## src/design/tpbd_pkg.sv

```systemverilog
// Shared types, constants and window decode functions for the piece byte decoder.
`default_nettype none

package tpbd_pkg;

	localparam int WIN_DEPTH  = 6;
	localparam int CFG_IDX_W  = 3;
	localparam int CFG_DATA_W = 20;

	localparam logic [CFG_IDX_W-1:0] CFG_VOCAB_SIZE = 3'd0;
	localparam logic [CFG_IDX_W-1:0] CFG_BOS_ID     = 3'd1;
	localparam logic [CFG_IDX_W-1:0] CFG_EOS_ID     = 3'd2;
	localparam logic [CFG_IDX_W-1:0] CFG_PAD_ID     = 3'd3;
	localparam logic [CFG_IDX_W-1:0] CFG_MAX_OUT    = 3'd4;

	localparam logic [7:0] SPM_B0   = 8'hE2;
	localparam logic [7:0] SPM_B1   = 8'h96;
	localparam logic [7:0] SPM_B2   = 8'h81;
	localparam logic [7:0] CH_SPACE = 8'h20;
	localparam logic [7:0] CH_DEL   = 8'h7F;
	localparam logic [7:0] CH_LF    = 8'h0A;
	localparam logic [7:0] CH_CR    = 8'h0D;
	localparam logic [7:0] CH_TAB   = 8'h09;
	localparam logic [7:0] CH_LT    = 8'h3C;
	localparam logic [7:0] CH_GT    = 8'h3E;
	localparam logic [7:0] CH_ZERO  = 8'h30;
	localparam logic [7:0] CH_X     = 8'h78;

	// Six-byte window, byte 0 is the head.
	typedef logic [WIN_DEPTH-1:0][7:0] win_t;

	// Classified input item as it sits in the queue.
	typedef struct packed {
		logic [7:0] data;
		logic       present;   // real byte of a live piece
		logic       last;
		logic       supp;      // id suppressed
	} q_entry_t;

	typedef struct packed {
		logic     valid;
		q_entry_t entry;
	} q_head_t;

	// One greedy decision at the window head.
	typedef struct packed {
		win_t       win;
		logic [2:0] cnt;
		logic [7:0] data;
		logic       keep;
	} adv_t;

	function automatic logic is_hex(input logic [7:0] c);
		return (c >= 8'h30 && c <= 8'h39) || (c >= 8'h61 && c <= 8'h66) ||
		       (c >= 8'h41 && c <= 8'h46);
	endfunction

	function automatic logic [3:0] hex_nib(input logic [7:0] c);
		if (c <= 8'h39) begin
			return c[3:0];
		end
		return c[3:0] + 4'd9;
	endfunction

	function automatic adv_t win_advance(input win_t w, input logic [2:0] cnt);
		adv_t       r;
		logic       hex_form;
		logic       spc;
		logic [7:0] v;
		hex_form = (cnt == 3'(WIN_DEPTH)) && w[0] == CH_LT && w[1] == CH_ZERO &&
		           w[2] == CH_X && is_hex(w[3]) && is_hex(w[4]) && w[5] == CH_GT;
		spc      = (cnt >= 3'd3) && w[0] == SPM_B0 && w[1] == SPM_B1 && w[2] == SPM_B2;
		v        = {hex_nib(w[3]), hex_nib(w[4])};
		r.data   = w[0];
		r.keep   = 1'b1;
		r.win    = w >> 8;
		r.cnt    = cnt - 3'd1;
		if (hex_form) begin
			r.data = v;
			r.keep = (v >= CH_SPACE && v != CH_DEL) || v == CH_LF || v == CH_CR ||
			         v == CH_TAB;
			r.win  = '0;
			r.cnt  = 3'd0;
		end else if (spc) begin
			r.data = CH_SPACE;
			r.win  = w >> 24;
			r.cnt  = cnt - 3'd3;
		end
		return r;
	endfunction

endpackage

`default_nettype wire

```

## src/design/tpbd_in_if.sv

```systemverilog
// Input channel: piece bytes with token id and piece framing.
`default_nettype none

interface tpbd_in_if;
	logic               valid;
	logic               ready;
	logic signed [19:0] token_id;
	logic        [7:0]  piece_byte;
	logic               byte_present;
	logic               last_byte;

	modport source (output valid, token_id, piece_byte, byte_present, last_byte,
	                input ready);
	modport sink   (input valid, token_id, piece_byte, byte_present, last_byte,
	                output ready);
endinterface

`default_nettype wire

```

## src/design/tpbd_out_if.sv

```systemverilog
// Output channel: decoded text bytes and end markers.
`default_nettype none

interface tpbd_out_if;
	logic       valid;
	logic       ready;
	logic [7:0] text_byte;
	logic       text_valid;
	logic       end_of_piece;

	modport source (output valid, text_byte, text_valid, end_of_piece, input ready);
	modport sink   (input valid, text_byte, text_valid, end_of_piece, output ready);
endinterface

`default_nettype wire

```

## src/design/tpbd_front.sv

```systemverilog
// Front end: configuration registers, id classification and queue push.
`default_nettype none

module tpbd_front (
	input  wire logic                              clk,
	input  wire logic                              arst_n,
	input  wire logic                              cfg_we,
	input  wire logic [tpbd_pkg::CFG_IDX_W-1:0]    cfg_index,
	input  wire logic [tpbd_pkg::CFG_DATA_W-1:0]   cfg_wdata,
	tpbd_in_if.sink                                piece_in,
	input  wire logic                              q_full,
	output logic                                   push,
	output tpbd_pkg::q_entry_t                     push_entry,
	output logic [11:0]                            max_out
);

	logic        [18:0] vocab_size_q;
	logic        [18:0] bos_id_q;
	logic        [18:0] eos_id_q;
	logic signed [19:0] pad_id_q;
	logic        [11:0] max_out_q;
	logic               supp;

	always_ff @(posedge clk or negedge arst_n) begin
		if (!arst_n) begin
			vocab_size_q <= 19'd32000;
			bos_id_q     <= 19'd1;
			eos_id_q     <= 19'd2;
			pad_id_q     <= -20'sd1;
			max_out_q    <= 12'd255;
		end else if (cfg_we) begin
			unique case (cfg_index)
				tpbd_pkg::CFG_VOCAB_SIZE: vocab_size_q <= cfg_wdata[18:0];
				tpbd_pkg::CFG_BOS_ID:     bos_id_q     <= cfg_wdata[18:0];
				tpbd_pkg::CFG_EOS_ID:     eos_id_q     <= cfg_wdata[18:0];
				tpbd_pkg::CFG_PAD_ID:     pad_id_q     <= cfg_wdata;
				tpbd_pkg::CFG_MAX_OUT:    max_out_q    <= cfg_wdata[11:0];
				default: ;
			endcase
		end
	end

	// Negative ids fail first, so the low 19 bits compare as unsigned.
	always_comb begin
		supp = piece_in.token_id[19] ||
		       (piece_in.token_id[18:0] >= vocab_size_q) ||
		       (piece_in.token_id[18:0] == bos_id_q) ||
		       (piece_in.token_id[18:0] == eos_id_q) ||
		       (piece_in.token_id == pad_id_q);
	end

	assign piece_in.ready     = !q_full;
	assign push               = piece_in.valid && !q_full;
	assign push_entry.data    = piece_in.piece_byte;
	assign push_entry.present = piece_in.byte_present && !supp;
	assign push_entry.last    = piece_in.last_byte;
	assign push_entry.supp    = supp;
	assign max_out            = max_out_q;

endmodule

`default_nettype wire

```

## src/design/tpbd_queue.sv

```systemverilog
// Short queue of classified items between front and back.
`default_nettype none

module tpbd_queue #(
	parameter int DEPTH = 4
) (
	input  wire logic               clk,
	input  wire logic               arst_n,
	input  wire logic               push,
	input  wire tpbd_pkg::q_entry_t push_entry,
	input  wire logic               pop,
	output logic                    full,
	output tpbd_pkg::q_head_t       head
);

	localparam int PTR_W = (DEPTH > 1) ? $clog2(DEPTH) : 1;
	localparam int CNT_W = $clog2(DEPTH + 1);

	tpbd_pkg::q_entry_t mem_q [DEPTH];
	logic [PTR_W-1:0]   wr_ptr_q;
	logic [PTR_W-1:0]   rd_ptr_q;
	logic [CNT_W-1:0]   count_q;
	logic               do_pop;

	assign full       = (count_q == CNT_W'(DEPTH));
	assign head.valid = (count_q != '0);
	assign head.entry = mem_q[rd_ptr_q];
	assign do_pop     = pop && head.valid;

	always_ff @(posedge clk) begin
		if (push) begin
			mem_q[wr_ptr_q] <= push_entry;
		end
	end

	always_ff @(posedge clk or negedge arst_n) begin
		if (!arst_n) begin
			wr_ptr_q <= '0;
			rd_ptr_q <= '0;
			count_q  <= '0;
		end else begin
			if (push) begin
				wr_ptr_q <= (wr_ptr_q == PTR_W'(DEPTH - 1)) ? '0 : wr_ptr_q + 1'b1;
			end
			if (do_pop) begin
				rd_ptr_q <= (rd_ptr_q == PTR_W'(DEPTH - 1)) ? '0 : rd_ptr_q + 1'b1;
			end
			unique case ({push, do_pop})
				2'b10:   count_q <= count_q + 1'b1;
				2'b01:   count_q <= count_q - 1'b1;
				default: ;
			endcase
		end
	end

endmodule

`default_nettype wire

```

## src/design/tpbd_back.sv

```systemverilog
// Back end: decode window, output limit, end-of-piece hold and output register.
`default_nettype none

module tpbd_back (
	input  wire logic              clk,
	input  wire logic              arst_n,
	input  wire tpbd_pkg::q_head_t head,
	input  wire logic [11:0]       max_out,
	output logic                   pop,
	tpbd_out_if.source             text_out
);

	tpbd_pkg::win_t win_q, win_d, win_a;
	logic [2:0]     cnt_q, cnt_d, cnt_a;
	logic [11:0]    emitted_q, emitted_d;
	logic           drain_q, drain_d;
	logic           hold_valid_q, hold_valid_d;
	logic [7:0]     hold_data_q, hold_data_d;
	logic           out_valid_q;
	logic [7:0]     out_byte_q;
	logic           out_tv_q;
	logic           out_eop_q;
	logic           can_push;
	logic           push;
	logic [7:0]     push_byte;
	logic           push_tv;
	logic           push_eop;
	tpbd_pkg::adv_t adv;
	logic           emit;

	assign can_push = !out_valid_q || text_out.ready;

	always_comb begin
		win_d        = win_q;
		cnt_d        = cnt_q;
		emitted_d    = emitted_q;
		drain_d      = drain_q;
		hold_valid_d = hold_valid_q;
		hold_data_d  = hold_data_q;
		pop          = 1'b0;
		push         = 1'b0;
		push_byte    = '0;
		push_tv      = 1'b0;
		push_eop     = 1'b0;
		win_a        = win_q;
		cnt_a        = cnt_q;
		adv          = tpbd_pkg::win_advance(win_q, cnt_q);
		emit         = 1'b0;

		if (!drain_q) begin
			pop = head.valid && can_push;
			if (head.entry.present && cnt_q < 3'(tpbd_pkg::WIN_DEPTH)) begin
				win_a[cnt_q] = head.entry.data;
				cnt_a        = cnt_q + 3'd1;
			end
			adv  = tpbd_pkg::win_advance(win_a, cnt_a);
			emit = adv.keep && (emitted_q < max_out);
			if (pop) begin
				priority if (head.entry.last && head.entry.supp) begin
					// drop the window, only the end marker follows
					cnt_d   = '0;
					drain_d = 1'b1;
				end else if (head.entry.last) begin
					win_d   = win_a;
					cnt_d   = cnt_a;
					drain_d = 1'b1;
				end else if (cnt_a == 3'(tpbd_pkg::WIN_DEPTH)) begin
					win_d = adv.win;
					cnt_d = adv.cnt;
					if (emit) begin
						emitted_d = emitted_q + 12'd1;
						push      = 1'b1;
						push_byte = adv.data;
						push_tv   = 1'b1;
					end
				end else begin
					win_d = win_a;
					cnt_d = cnt_a;
				end
			end
		end else if (can_push) begin
			emit = adv.keep && (emitted_q < max_out);
			if (cnt_q != '0) begin
				win_d = adv.win;
				cnt_d = adv.cnt;
				if (emit) begin
					emitted_d   = emitted_q + 12'd1;
					// release the previous byte, hold this one for the end mark
					push        = hold_valid_q;
					push_byte   = hold_data_q;
					push_tv     = 1'b1;
					hold_valid_d = 1'b1;
					hold_data_d  = adv.data;
				end
			end else begin
				push         = 1'b1;
				push_byte    = hold_valid_q ? hold_data_q : 8'h00;
				push_tv      = hold_valid_q;
				push_eop     = 1'b1;
				hold_valid_d = 1'b0;
				emitted_d    = '0;
				drain_d      = 1'b0;
			end
		end
	end

	always_ff @(posedge clk) begin
		win_q       <= win_d;
		hold_data_q <= hold_data_d;
		if (push) begin
			out_byte_q <= push_byte;
			out_tv_q   <= push_tv;
			out_eop_q  <= push_eop;
		end
	end

	always_ff @(posedge clk or negedge arst_n) begin
		if (!arst_n) begin
			cnt_q        <= '0;
			emitted_q    <= '0;
			drain_q      <= 1'b0;
			hold_valid_q <= 1'b0;
			out_valid_q  <= 1'b0;
		end else begin
			cnt_q        <= cnt_d;
			emitted_q    <= emitted_d;
			drain_q      <= drain_d;
			hold_valid_q <= hold_valid_d;
			if (push) begin
				out_valid_q <= 1'b1;
			end else if (text_out.ready) begin
				out_valid_q <= 1'b0;
			end
		end
	end

	assign text_out.valid        = out_valid_q;
	assign text_out.text_byte    = out_byte_q;
	assign text_out.text_valid   = out_tv_q;
	assign text_out.end_of_piece = out_eop_q;

endmodule

`default_nettype wire

```

## src/design/token_piece_byte_decoder.sv

```systemverilog
// Top level of the piece byte decoder: front, item queue and back.
//
//  channel    dir  handshake       payload
//  piece_in   in   valid/ready     token_id, piece_byte, byte_present, last_byte
//  text_out   out  valid/ready     text_byte, text_valid, end_of_piece
//  cfg        in   cfg_we only     cfg_index, cfg_wdata
//
// For a non-last item the back end appends its byte to the six-byte window and,
// once the window is full, makes one greedy decision with at most one result.
// For a last item it first takes the byte into the window, then takes one step
// per greedy decision the window still holds, d (0..6) of them (a suppressed
// piece has none), and last sends the end-marked result.
// Reset clears all control state; the window needs none. The queue decouples
// input from output stalls; the back end steps only when the output register is
// free or being emptied in the same cycle.
`default_nettype none

module token_piece_byte_decoder #(
	parameter int QUEUE_DEPTH = 4
) (
	input  wire logic                            clk,
	input  wire logic                            arst_n,
	input  wire logic                            cfg_we,
	input  wire logic [tpbd_pkg::CFG_IDX_W-1:0]  cfg_index,
	input  wire logic [tpbd_pkg::CFG_DATA_W-1:0] cfg_wdata,
	tpbd_in_if.sink                              piece_in,
	tpbd_out_if.source                           text_out
);

	// front to queue
	logic               push;
	tpbd_pkg::q_entry_t push_entry;
	logic               q_full;
	// queue to back
	tpbd_pkg::q_head_t  head;
	logic               pop;
	logic [11:0]        max_out;

	// Classify each item at the door; only the suppress flag, not the id, reaches the back end.
	tpbd_front u_front (
		.clk        (clk),
		.arst_n     (arst_n),
		.cfg_we     (cfg_we),
		.cfg_index  (cfg_index),
		.cfg_wdata  (cfg_wdata),
		.piece_in   (piece_in),
		.q_full     (q_full),
		.push       (push),
		.push_entry (push_entry),
		.max_out    (max_out)
	);

	tpbd_queue #(
		.DEPTH (QUEUE_DEPTH)
	) u_queue (
		.clk        (clk),
		.arst_n     (arst_n),
		.push       (push),
		.push_entry (push_entry),
		.pop        (pop),
		.full       (q_full),
		.head       (head)
	);

	// Window, limit counter and the held byte that takes the end-of-piece mark.
	tpbd_back u_back (
		.clk      (clk),
		.arst_n   (arst_n),
		.head     (head),
		.max_out  (max_out),
		.pop      (pop),
		.text_out (text_out)
	);

endmodule

`default_nettype wire

```

## src/flat_wrapper.sv

```systemverilog
// flat-port wrapper written by rule: the top's interface ports become plain ports
module token_piece_byte_decoder_flat 
#(
	parameter int QUEUE_DEPTH = 4
)
  (clk, arst_n, cfg_we, cfg_index, cfg_wdata, piece_in_valid, piece_in_token_id, piece_in_piece_byte, piece_in_byte_present, piece_in_last_byte, piece_in_ready, text_out_valid, text_out_text_byte, text_out_text_valid, text_out_end_of_piece, text_out_ready);
  tpbd_in_if piece_in_i ();
  tpbd_out_if text_out_i ();
  input  wire logic clk;
  input  wire logic arst_n;
  input  wire logic cfg_we;
  input  wire logic [tpbd_pkg::CFG_IDX_W-1:0] cfg_index;
  input  wire logic [tpbd_pkg::CFG_DATA_W-1:0] cfg_wdata;
  input wire logic [$bits(piece_in_i.valid)-1:0] piece_in_valid;
  input wire logic [$bits(piece_in_i.token_id)-1:0] piece_in_token_id;
  input wire logic [$bits(piece_in_i.piece_byte)-1:0] piece_in_piece_byte;
  input wire logic [$bits(piece_in_i.byte_present)-1:0] piece_in_byte_present;
  input wire logic [$bits(piece_in_i.last_byte)-1:0] piece_in_last_byte;
  output wire logic [$bits(piece_in_i.ready)-1:0] piece_in_ready;
  output wire logic [$bits(text_out_i.valid)-1:0] text_out_valid;
  output wire logic [$bits(text_out_i.text_byte)-1:0] text_out_text_byte;
  output wire logic [$bits(text_out_i.text_valid)-1:0] text_out_text_valid;
  output wire logic [$bits(text_out_i.end_of_piece)-1:0] text_out_end_of_piece;
  input wire logic [$bits(text_out_i.ready)-1:0] text_out_ready;
  assign piece_in_i.valid = piece_in_valid;
  assign piece_in_i.token_id = piece_in_token_id;
  assign piece_in_i.piece_byte = piece_in_piece_byte;
  assign piece_in_i.byte_present = piece_in_byte_present;
  assign piece_in_i.last_byte = piece_in_last_byte;
  assign piece_in_ready = piece_in_i.ready;
  assign text_out_valid = text_out_i.valid;
  assign text_out_text_byte = text_out_i.text_byte;
  assign text_out_text_valid = text_out_i.text_valid;
  assign text_out_end_of_piece = text_out_i.end_of_piece;
  assign text_out_i.ready = text_out_ready;
  token_piece_byte_decoder #(.QUEUE_DEPTH(QUEUE_DEPTH)) u_core (.clk(clk), .arst_n(arst_n), .cfg_we(cfg_we), .cfg_index(cfg_index), .cfg_wdata(cfg_wdata), .piece_in(piece_in_i), .text_out(text_out_i));
endmodule
```

## config.mk

```make
export PLATFORM = sky130hd
export DESIGN_NAME = token_piece_byte_decoder_flat
export DESIGN_NICKNAME = d
export VERILOG_FILES = /design/src/design/tpbd_pkg.sv /design/src/design/tpbd_in_if.sv /design/src/design/tpbd_out_if.sv /design/src/design/tpbd_front.sv /design/src/design/tpbd_queue.sv /design/src/design/tpbd_back.sv /design/src/design/token_piece_byte_decoder.sv /design/src/flat_wrapper.sv
export SDC_FILE = /design/constraint.sdc
export NUM_CORES = 1
export LEC_CHECK = 0
export BUFFER_PORTS_ARGS = -buffer_cell sky130_fd_sc_hd__clkbuf_2
export CAP_MARGIN = 20
export CELL_PAD_IN_SITES_DETAIL_PLACEMENT = 1
export CELL_PAD_IN_SITES_GLOBAL_PLACEMENT = 2
export CORE_MARGIN = 2
export CORE_UTILIZATION = 38
export DETAILED_ROUTE_END_ITERATION = 8
export PLACE_DENSITY = 0.84
export SYNTH_ARGS = -nofsm -noshare
export SYNTH_HDL_FRONTEND = slang
export SYNTH_SLANG_ARGS = --single-unit
```

## constraint.sdc

```tcl
create_clock -name clk -period 4.4 [get_ports clk]
set_input_delay 0 -clock clk [delete_from_list [all_inputs] [get_ports clk]]
set_output_delay 0 -clock clk [all_outputs]
set_load 0.01 [all_outputs]
```

# Word-level counts from Yosys, hierarchy flattened
# Memories as Yosys holds them, arrays and structs flattened.
# Index checks and enable logic that the tools add are counted.
# W data, S select, Z words.
# word_totals
register_bits,180
ram_bits,44
inputBits,58
word_cells,288
n_memories,1
# mem_list
name,depth,width,read_ports,rd_ports_with_merged_regs,wr,line,source
u_core.u_queue.mem_q,4,11,1,0,1,tpbd_queue.sv:19,tpbd_pkg::q_entry_t mem_q [DEPTH];
# classes
n_addsub,14
order_cmp,33
eq_ne,42
mux,93
reduce_logical,82
# op_table
cell,count
$mux W48,9
$mux W51,4
$mux W12,9
$mux W8,11
$ge A8 B7 Y1 const B,8
$le A8 B7 Y1 const B,8
$bwmux W48,1
$eq A8 B4 Y1 const B,6
$eq A8 B6 Y1 const B,6
$eq A8 B8 Y1 const B,6
$ge A8 B6 Y1 const B,6
$logic_and A1 B1 Y1,41
$mux W4,10
$eq A19 B19 Y1,2
$mux W1,36
$le A8 B6 Y1 const B,4
$mux W3,9
$demux W8 S3,1
$eq A20 B20 Y1,1
$ge A19 B19 Y1,1
$logic_or A1 B1 Y1,19
$add A4 B4 Y4 const B,4
$eq A8 B7 Y1 const B,2
$ne A8 B7 Y1 const B,2
other kinds (28),58

# Logic depth before layout (Yosys ltp)
# Gate-level depths: netlist of the first run.
# logic_depth
ltp_word,27
ltp_mapped,19
ltp_nobuf,14

# Cells and area by module
# Synthesis of the first run repeated with hierarchy kept, for this count alone.
# unflattened
cells_unflattened,1272
hier_area_um2,13809.5
# modules_own_cells
mod,n_inst,cells_each,area_each_um2,seq_area_each_um2
tpbd_back,1,802,7220.7,2432.3
tpbd_front,1,373,4548.1,2272.2
tpbd_queue,1,97,2040.7,1496.4

# Worst setup path before layout of the first run
# No wires, ideal clock.
# synth_path
path_type,reg-to-reg
startpoint,register u_core.u_queue.rd_ptr_q[0]
endpoint,"register u_core.u_back.out_eop_q (netlist: u_core.u_back.text_out.end_of_piece), enable pin"
setup_ns,0.351
arrival_time_ns,4.117
slack_ns,-0.068
path_stages_with_launch,17
path_buffers,2
period_less_slack_ns,4.468
path_cell_list,dfrtp_1 buf_6 mux4_2 buf_6 nand3_2 mux2i_1 inv_1 ha_1 and2_1 a221oi_2 o21ai_0 nand2_1 mux2_2 o32a_1 o311a_1 nand2_2 nand3_1
# synth_via
elab_chain_cells,23
# synth_rtl
item,line,source
"start, declared",tpbd_queue.sv:21,logic [PTR_W-1:0] rd_ptr_q;
"start signal, assigned",tpbd_queue.sv:46,rd_ptr_q <= (rd_ptr_q == PTR_W'(DEPTH - 1)) ? '0 : rd_ptr_q + 1'b1;
$mem_v2 Z4 W11 (*),-,
$bwmux W48 / $logic_and A1 B1 Y1 (equally long branches),"tpbd_back.sv:53, tpbd_back.sv:52",
$mux W48,tpbd_back.sv:52,if (head.entry.present && cnt_q < 3'(tpbd_pkg::WIN_DEPTH)) begin
$mux W48,tpbd_back.sv:50,if (!drain_q) begin
$le A8 B6 Y1,"tpbd_pkg.sv:54, tpbd_pkg.sv:59",
$mux W1,tpbd_pkg.sv:59,if (c <= 8'h39) begin
$mux W1,tpbd_back.sv:50,
$mux W4,tpbd_pkg.sv:62,return c[3:0] + 4'd9;
[... 8 more ...],-,
$logic_and A1 B1 Y1,tpbd_back.sv:57,emit = adv.keep && (emitted_q < max_out);
$mux W1,tpbd_back.sv:70,if (emit) begin
$mux W1,tpbd_back.sv:67,end else if (cnt_a == 3'(tpbd_pkg::WIN_DEPTH)) begin
$mux W1,tpbd_back.sv:63,end else if (head.entry.last) begin
$mux W1 (*),tpbd_back.sv:59,priority if (head.entry.last && head.entry.supp) begin
$mux W1 (*),tpbd_back.sv:58,if (pop) begin
$mux W1 (*),tpbd_back.sv:50,
net u_core.u_back.push,tpbd_back.sv:24,logic push;
"end signal, assigned",tpbd_back.sv:113,out_eop_q <= push_eop;
"end, declared",tpbd_back.sv:22,logic out_eop_q;
# Mark *: on every way through the listed nets, which the timed path passes. The rest lies on a longest branch. The select of a mux whose other input is x is not followed.
# A chain may end at the register's enable or synchronous reset.

# Worst setup path in the final report of the first run
# layout_path
startpoint,register u_core.u_queue.rd_ptr_q[0]
endpoint,register u_core.u_back.out_byte_q[4] (netlist: u_core.u_back.text_out.text_byte[4]) (data pin)
# layout_via
elab_chain_cells,23
# layout_rtl
item,line,source
$mem_v2 Z4 W11 (*),-,
$bwmux W48 / $logic_and A1 B1 Y1 (equally long branches),"tpbd_back.sv:53, tpbd_back.sv:52",
$mux W48,tpbd_back.sv:52,
$mux W48,tpbd_back.sv:50,
$le A8 B6 Y1,"tpbd_pkg.sv:54, tpbd_pkg.sv:59",
$mux W1,tpbd_pkg.sv:59,
$mux W1,tpbd_back.sv:50,
$mux W4,tpbd_pkg.sv:62,
[... 8 more ...],-,
$logic_and A1 B1 Y1,tpbd_back.sv:57,
$mux W8,tpbd_back.sv:70,
$mux W8,tpbd_back.sv:67,
$mux W8,tpbd_back.sv:63,
$mux W8 (*),tpbd_back.sv:59,
$mux W8 (*),tpbd_back.sv:58,
$mux W8 (*),tpbd_back.sv:50,
net u_core.u_back.push_byte[4],tpbd_back.sv:25,logic [7:0] push_byte;
"end signal, assigned",tpbd_back.sv:111,out_byte_q <= push_byte;
"end, declared",tpbd_back.sv:20,logic [7:0] out_byte_q;
# Marked as above.

==> metrics.yaml, run 1 <==
maxSlewHeadroom_pct: 31.7
root_buffer: "clkbuf_16"
clock_latency_ns: 0.56
power.leakage_nw: 6.74
cp.arrival_ns: 4.62
route.detailed.drc: 0
wl_per_cell_um: 23.8
antenna_found_initial: 1
postLayoutSetupSlackWorst_ns: 0.0596
synth_top_area_share_pct: 24.6
grt_pass1_vias: 11500
portBuffers: 69
fin_total_pwr_mw: 12.5
reg2reg_depth: 12
period_share_pct: 98.6
crit_start: "u_core.u_queue.rd_ptr_q[0]"
skew_ns: 0.0178
synth_area_um2: 13400
setup_viol: 0
area_growth_pct: 21.0
synth_top_cell_by_area: "edfxtp_1"
post-synth-top-count-cell: "nand2_1"
drive_gt1_share_pct: 25.7
fin_nets: 1523
drt_iter0_markers: 770
grt_use_total_pct: 24.4
initial_utilization_pct: 38.7
antenna_left: 0
synthAdderAreaFrac_pct: 5.55
cts_sinks: 224
r2r_end: "u_core.u_back.text_out.text_byte[4]"
vias: 11000
fin_tns_setup_ns: 0
cts_buffers: 26
pre_cts_slack_ns: -0.0450
vias_per_cell: 5.85
min_from: "cfg_index[0]"
core_region_area_um2: 34700
place_area_um2: 14900
grt_max_degree: 61
dieArea_um2: 36900
min_period_ns: 4.34
io_pins: 70
clk_pin_slew_ns: 0.06
rr_startpoint: "u_core.u_queue.rd_ptr_q[0]"
synthArstFlopShare_pct: 50.9
critPathKind: "register to register"
critPathRequiredTime_ns: 4.68
cap_violations: 0
synth_warnings: 0
finalWirelength_mm: 44.7
hold_path.class: "primary input to register"
synth_nets: 1352
drt-pass1-iter-count: 7
htreeDepth: 1
cts_max_path_buffers: 3
drv_slew: 0
vdd_drop_max_mv: 0.293
syn_avg_cell_area_um2: 10.9
cts_tree: "done"
placementRows: 68
synthMuxAreaShare_pct: 13.2
synthCells: 1235
synth_common_cells: "nand2_1, edfxtp_1, dfrtp_1, o21ai_0, mux2_2"
synth-edff-count: 110
instances_no_fill: 1881
critical_path.max_fanout: 8
synthSimpleGateAreaFrac_pct: 13.1
powerDensity_nw_per_um2: 768
grt_overflow_total: 0
status: "complete, no violations"
place_hpwl_mm: 32.4
tightest_slew_ns: 1.02
synth_top_family_by_area: "compound AO/OA/AOI/OAI gates"
gp_congestion: 0.971
rrSetupSlack_ns: 0.06
final_area_um2: 16300
ys_ff_latch: 224
synthTopCellsByArea: "edfxtp_1, dfrtp_1, dfstp_2, mux2_2, ha_1"
synth_flop_cell: "edfxtp_1"
synth_seq_area_share_pct: 46.2
yosys.area_share.xor_xnor_pct: 5.09
finalHoldViolCount: 0
cp-start-kind: "register"
setup.worst_path.end: "u_core.u_back.text_out.text_byte[4]"
die_h_um: 192
max_freq_mhz: 230
dp.cells: 1793
chipWidth_um: 192
grt_first_pass_wirelength_mm: 68.5
synth_cell_types: 86
synth_compound_area_share_pct: 13.2
critPathCaptureType: "register"
[worst max-delay path: stages (launching register included)]
cell	delay, ns
dfrtp_1	0.37
mux4_2	0.64
buf_4	0.20
and3_1	0.19
buf_4	0.20
mux2_2	0.32
nor4_1	0.43
nand2_1	0.29
or4_4	0.63
o311a_4	0.42
nand2_2	0.11
buf_4	0.16
o2bb2ai_1	0.08
[final cells by class]
cell class | instances | area, µm²
Clock inverter | 10 | 168
Multi-Input combinational cell | 893 | 6920
Antenna cell | 1 | 2.50
Sequential cell | 224 | 6200
Clock buffer | 37 | 733
Inverter | 64 | 240
Tap cell | 455 | 569
Timing Repair Buffer | 197 | 1420
Fill cell | 3787 | 18500
[cell families after synthesis]
group	count (synthesis)
multiplexers	151
adder cells (fa/ha/maj)	59
AND/OR/NAND/NOR	340
XOR/XNOR	78
buffers and inverters	118
flip-flops	224
AO/OA/AOI/OAI	265
[sequential cells by signal, summed over array words and instances (netlist names)]
register and cells:
u_core.u_back.text_out.text_byte 8, u_core.u_front.vocab_size_q 19, u_core.u_back.hold_data_q 8, u_core.u_front.pad_id_q 20, u_core.u_front.max_out 12, u_core.u_queue.rd_ptr_q 2
u_core.u_back.win_q 48, u_core.u_front.bos_id_q 19, u_core.u_back.text_out.text_valid 1, u_core.u_back.cnt_q 3, u_core.u_back.emitted_q 12, u_core.u_queue.mem_q 44
u_core.u_queue.count_q 3, u_core.u_front.eos_id_q 19, u_core.u_back.text_out.valid 1, u_core.u_back.hold_valid_q 1, u_core.u_back.drain_q 1, u_core.u_queue.wr_ptr_q 2
u_core.u_back.text_out.end_of_piece 1
[stage by stage]
stage	util, %	hold slack, ns
after floorplan	-	-0.296
after global placement	42.8	0.137
after detailed placement	42.8	0.143
after CTS	46.5	0.00401
after global routing	46.8	0.0737
final	46.8	0.0378
[where the power goes]
part	switching (mW)	internal [mW]	leakage [nW]	total, mW
combinational	3.86	2.47	3.92	6.33
sequential	0.614	3.23	2.39	3.85
clock	0.917	1.40	0.436	2.31
total	5.39	7.10	6.74	12.5
[worst min path at each step]
stage	end	slack (ns)	cells after the start
after CTS	u_core.u_front.max_out[5]	0.004	5
after detailed placement	u_core.u_back.emitted_q[6]	0.14	1
final	u_core.u_front.max_out[5]	0.04	5
after global placement	u_core.u_back.emitted_q[8]	0.14	1
after global routing	u_core.u_front.max_out[2]	0.07	5
after floorplan	u_core.u_back.cnt_q[0]	-0.30	0
[per-layer routing]
layer	track usage [%]	wire length [µm]	vias to the layer above
met5	0	0	-
met4	9.48	1650	0
met3	3.16	2500	115
met2	39.4	20600	373
met1	33.4	19900	5559
li1	-	-	4948
[cells in the final DEF (no fill, tap or decap), types with 53 or more instances in the layout]
cell type	netlist	final
a21oi_1	55	54
o21ai_0	78	77
nand2_1	140	140
xor2_1	53	53
inv_1	62	62
ha_1	58	57
mux2_2	74	74
mux2i_1	62	60
buf_4	6	92
edfxtp_1	110	110
clkbuf_2	0	68
dfrtp_1	78	78
[what timing repair did]
action / CTS / global route
buffers inserted: 0 / 5
cloned: 0 / 0
hold endpoints to repair: 185 / 0
resized for setup: 3 / 17
pin swaps: 0 / 5
endpoints found under the setup margin: 12 / 31
hold buffers: 35 / 0
Note: power is estimated with default switching activity, not from simulation.
==> run 2, diff against run 1 <==
--- a/config.mk
+++ b/config.mk
@@ -12,7 +12,7 @@
 export CORE_MARGIN = 2
 export CORE_UTILIZATION = 38
 export DETAILED_ROUTE_END_ITERATION = 8
-export PLACE_DENSITY = 0.84
+export PLACE_DENSITY = 0.83
 export SYNTH_ARGS = -nofsm -noshare
 export SYNTH_HDL_FRONTEND = slang
 export SYNTH_SLANG_ARGS = --single-unit
==> run 2 against run 1 <==
Sequential power about the same. Total power about the same. Non-clock buffer count up 9. Count of clock-buffer cells in the layout down 2. Wire length up 1.7%.
==> metrics.yaml, run 2 (synthesis gave the netlist of run 1 again) <==
status: "complete, no violations"
min_period_ns: 4.20
tightest_slew_ns: 0.964
finalWirelength_mm: 45.5
gr-usage-met1_pct: 34.8
critPathCaptureType: "register"
vdd_drop_max_mv: 0.347
root_buffer: "clkbuf_16"
cts_tree: "done"
postLayoutCoreUtil_pct: 47.0
cts_buffers: 27
cts_max_path_buffers: 3
p_switching_mw: 5.44
grt_use_total_pct: 24.9
io_pins: 70
place_hpwl_mm: 33.3
critPathRequiredTime_ns: 4.71
cap_violations: 0
skew_ns: 0.0141
hold-worst-slack_ns: 0.0589
area_growth_pct: 21.5
drive_gt1_share_pct: 26.0
use_met2_pct: 40.4
period_share_pct: 95.5
wl_per_cell_um: 24.0
hold_path.class: "primary input to register"
p_seq_share_pct: 30.9
route.detailed.drc: 0
p_sw_share_pct: 43.5
busiest_layer: "met2"
power.leakage_nw: 6.77
antenna_found_initial: 2
finalHoldViolCount: 0
setup_viol: 0
powerDensity_nw_per_um2: 766
clk_pin_slew_ns: 0.06
cp-start-kind: "register"
fin_total_pwr_mw: 12.5
p_clk_share_pct: 18.4
grt_max_degree: 51
drt-pass1-iter-count: 5
core_region_area_um2: 34700
combPwrFrac_pct: 50.7
die_h_um: 192
drt_iter0_markers: 804
dieArea_um2: 36900
clock_latency_ns: 0.57
placementRows: 68
final_common_cell: "nand2_1"
final_cell_mix: "nand2_1, edfxtp_1, buf_4"
vias_per_cell: 5.85
largest_reg_flops: 48
critical_path.max_fanout: 10
maxSlewHeadroom_pct: 35.2
max_freq_mhz: 238
antenna_left: 0
htreeDepth: 1
portBuffers: 69
chipWidth_um: 192
rrSetupSlack_ns: 0.20
vias: 11100
p_int_mw: 7.06
cts_sinks: 224
rsz0062_at_grt: "true"
initial_utilization_pct: 38.7
grt_pass1_vias: 11500
cp.arrival_ns: 4.51
top_regs: "u_core.u_back.win_q x48, u_core.u_queue.mem_q x44, u_core.u_front.pad_id_q x20"
fin_nets: 1533
grt_overflow_total: 0
grt_use_met3_pct: 3.00
drv_slew: 0
gp_congestion: 0.955
grt_first_pass_wirelength_mm: 69.7
critPathKind: "register to register"
regMostFlops: "u_core.u_back.win_q"
-- run 2: changes by cell type in the layout (fill, tap and decap cells not counted), sizes merged --
cell         delta
clkinvlp        +3
clkinv          +4
buf             +4
clkbuf          -1
bufinv          -2
dlygate4sd3     +4
-- run 2: worst paths after layout --
path | start | to | depth (start not counted)
max | u_core.u_queue.rd_ptr_q[0] | u_core.u_back.text_out.text_byte[1] | 11
min | cfg_we | u_core.u_front.max_out[7] | 6
max reg2reg | u_core.u_queue.rd_ptr_q[0] | u_core.u_back.text_out.text_byte[1] | 11
min reg2reg | u_core.u_front.vocab_size_q[8] | u_core.u_front.vocab_size_q[8] | 2
max in group asynchronous | arst_n | u_core.u_front.vocab_size_q[15] | 3
min in group asynchronous | arst_n | u_core.u_front.max_out[2] | 2
-- run 2: power by group through the flow --
stage | registers [mW] | logic, mW | clock network [mW]
detailed placement | 3.87 | 6.04 | 0
global placement | 3.83 | 5.90 | 0
CTS | 3.84 | 6.12 | 2.34
global route | 3.92 | 6.83 | 2.42
floorplan | 3.66 | 3.75 | 0
finish | 3.86 | 6.33 | 2.30
-- run 2: cell type report --
type | count | area, µm²
fillers | 3812 | 18400
multi-input cells | 893 | 6890
flip-flops and latches | 224 | 6200
repair buffers | 206 | 1500
clock buffers | 35 | 767
well taps | 455 | 569
inverters | 64 | 240
clock inverters | 15 | 146
diodes | 1 | 2.50
-- run 2: critical path, stage by stage (launching register included) --
cell and delay [ns]:
dfrtp_1 0.37, mux4_2 0.64, buf_4 0.19, nand4_2 0.21
mux2i_2 0.39, nand4b_1 0.21, or4b_4 0.58, or4_1 0.56
o311a_1 0.45, nand2_2 0.13, buf_4 0.15, o2bb2ai_1 0.07
-- run 2: through the flow --
| step | cell area [µm²] | worst slack (ns) | cells | TNS (ns) |
|---|---|---|---|---|
| global placement | 14900 | 0.110 | 1795 | 0 |
| detailed placement | 14900 | -0.0621 | 1796 | -0.0621 |
| floorplan | 13400 | 0.110 | 1235 | 0 |
| global route | 16300 | -0.0268 | 1892 | -0.108 |
| CTS | 16200 | 0.00853 | 1886 | 0 |
| finish | 16300 | 0.198 | 1893 | 0 |
-- run 2: timing repair --
action / in CTS / in global routing
resized for setup: 4 / 13
hold buffers: 40 / 0
setup endpoints to repair: 11 / 48
hold endpoints to repair: 191 / 0
setup buffers: 0 / 5
gates cloned: 0 / 0
pin swaps: 0 / 3
-- run 2: layer usage --
| layer | vias up | part of all wire, % |
|---|---|---|
| met5 | - | 0 |
| met4 | 0 | 2.9 |
| met3 | 88 | 5.5 |
| met2 | 322 | 46 |
| met1 | 5687 | 45 |
| li1 | 4969 | - |
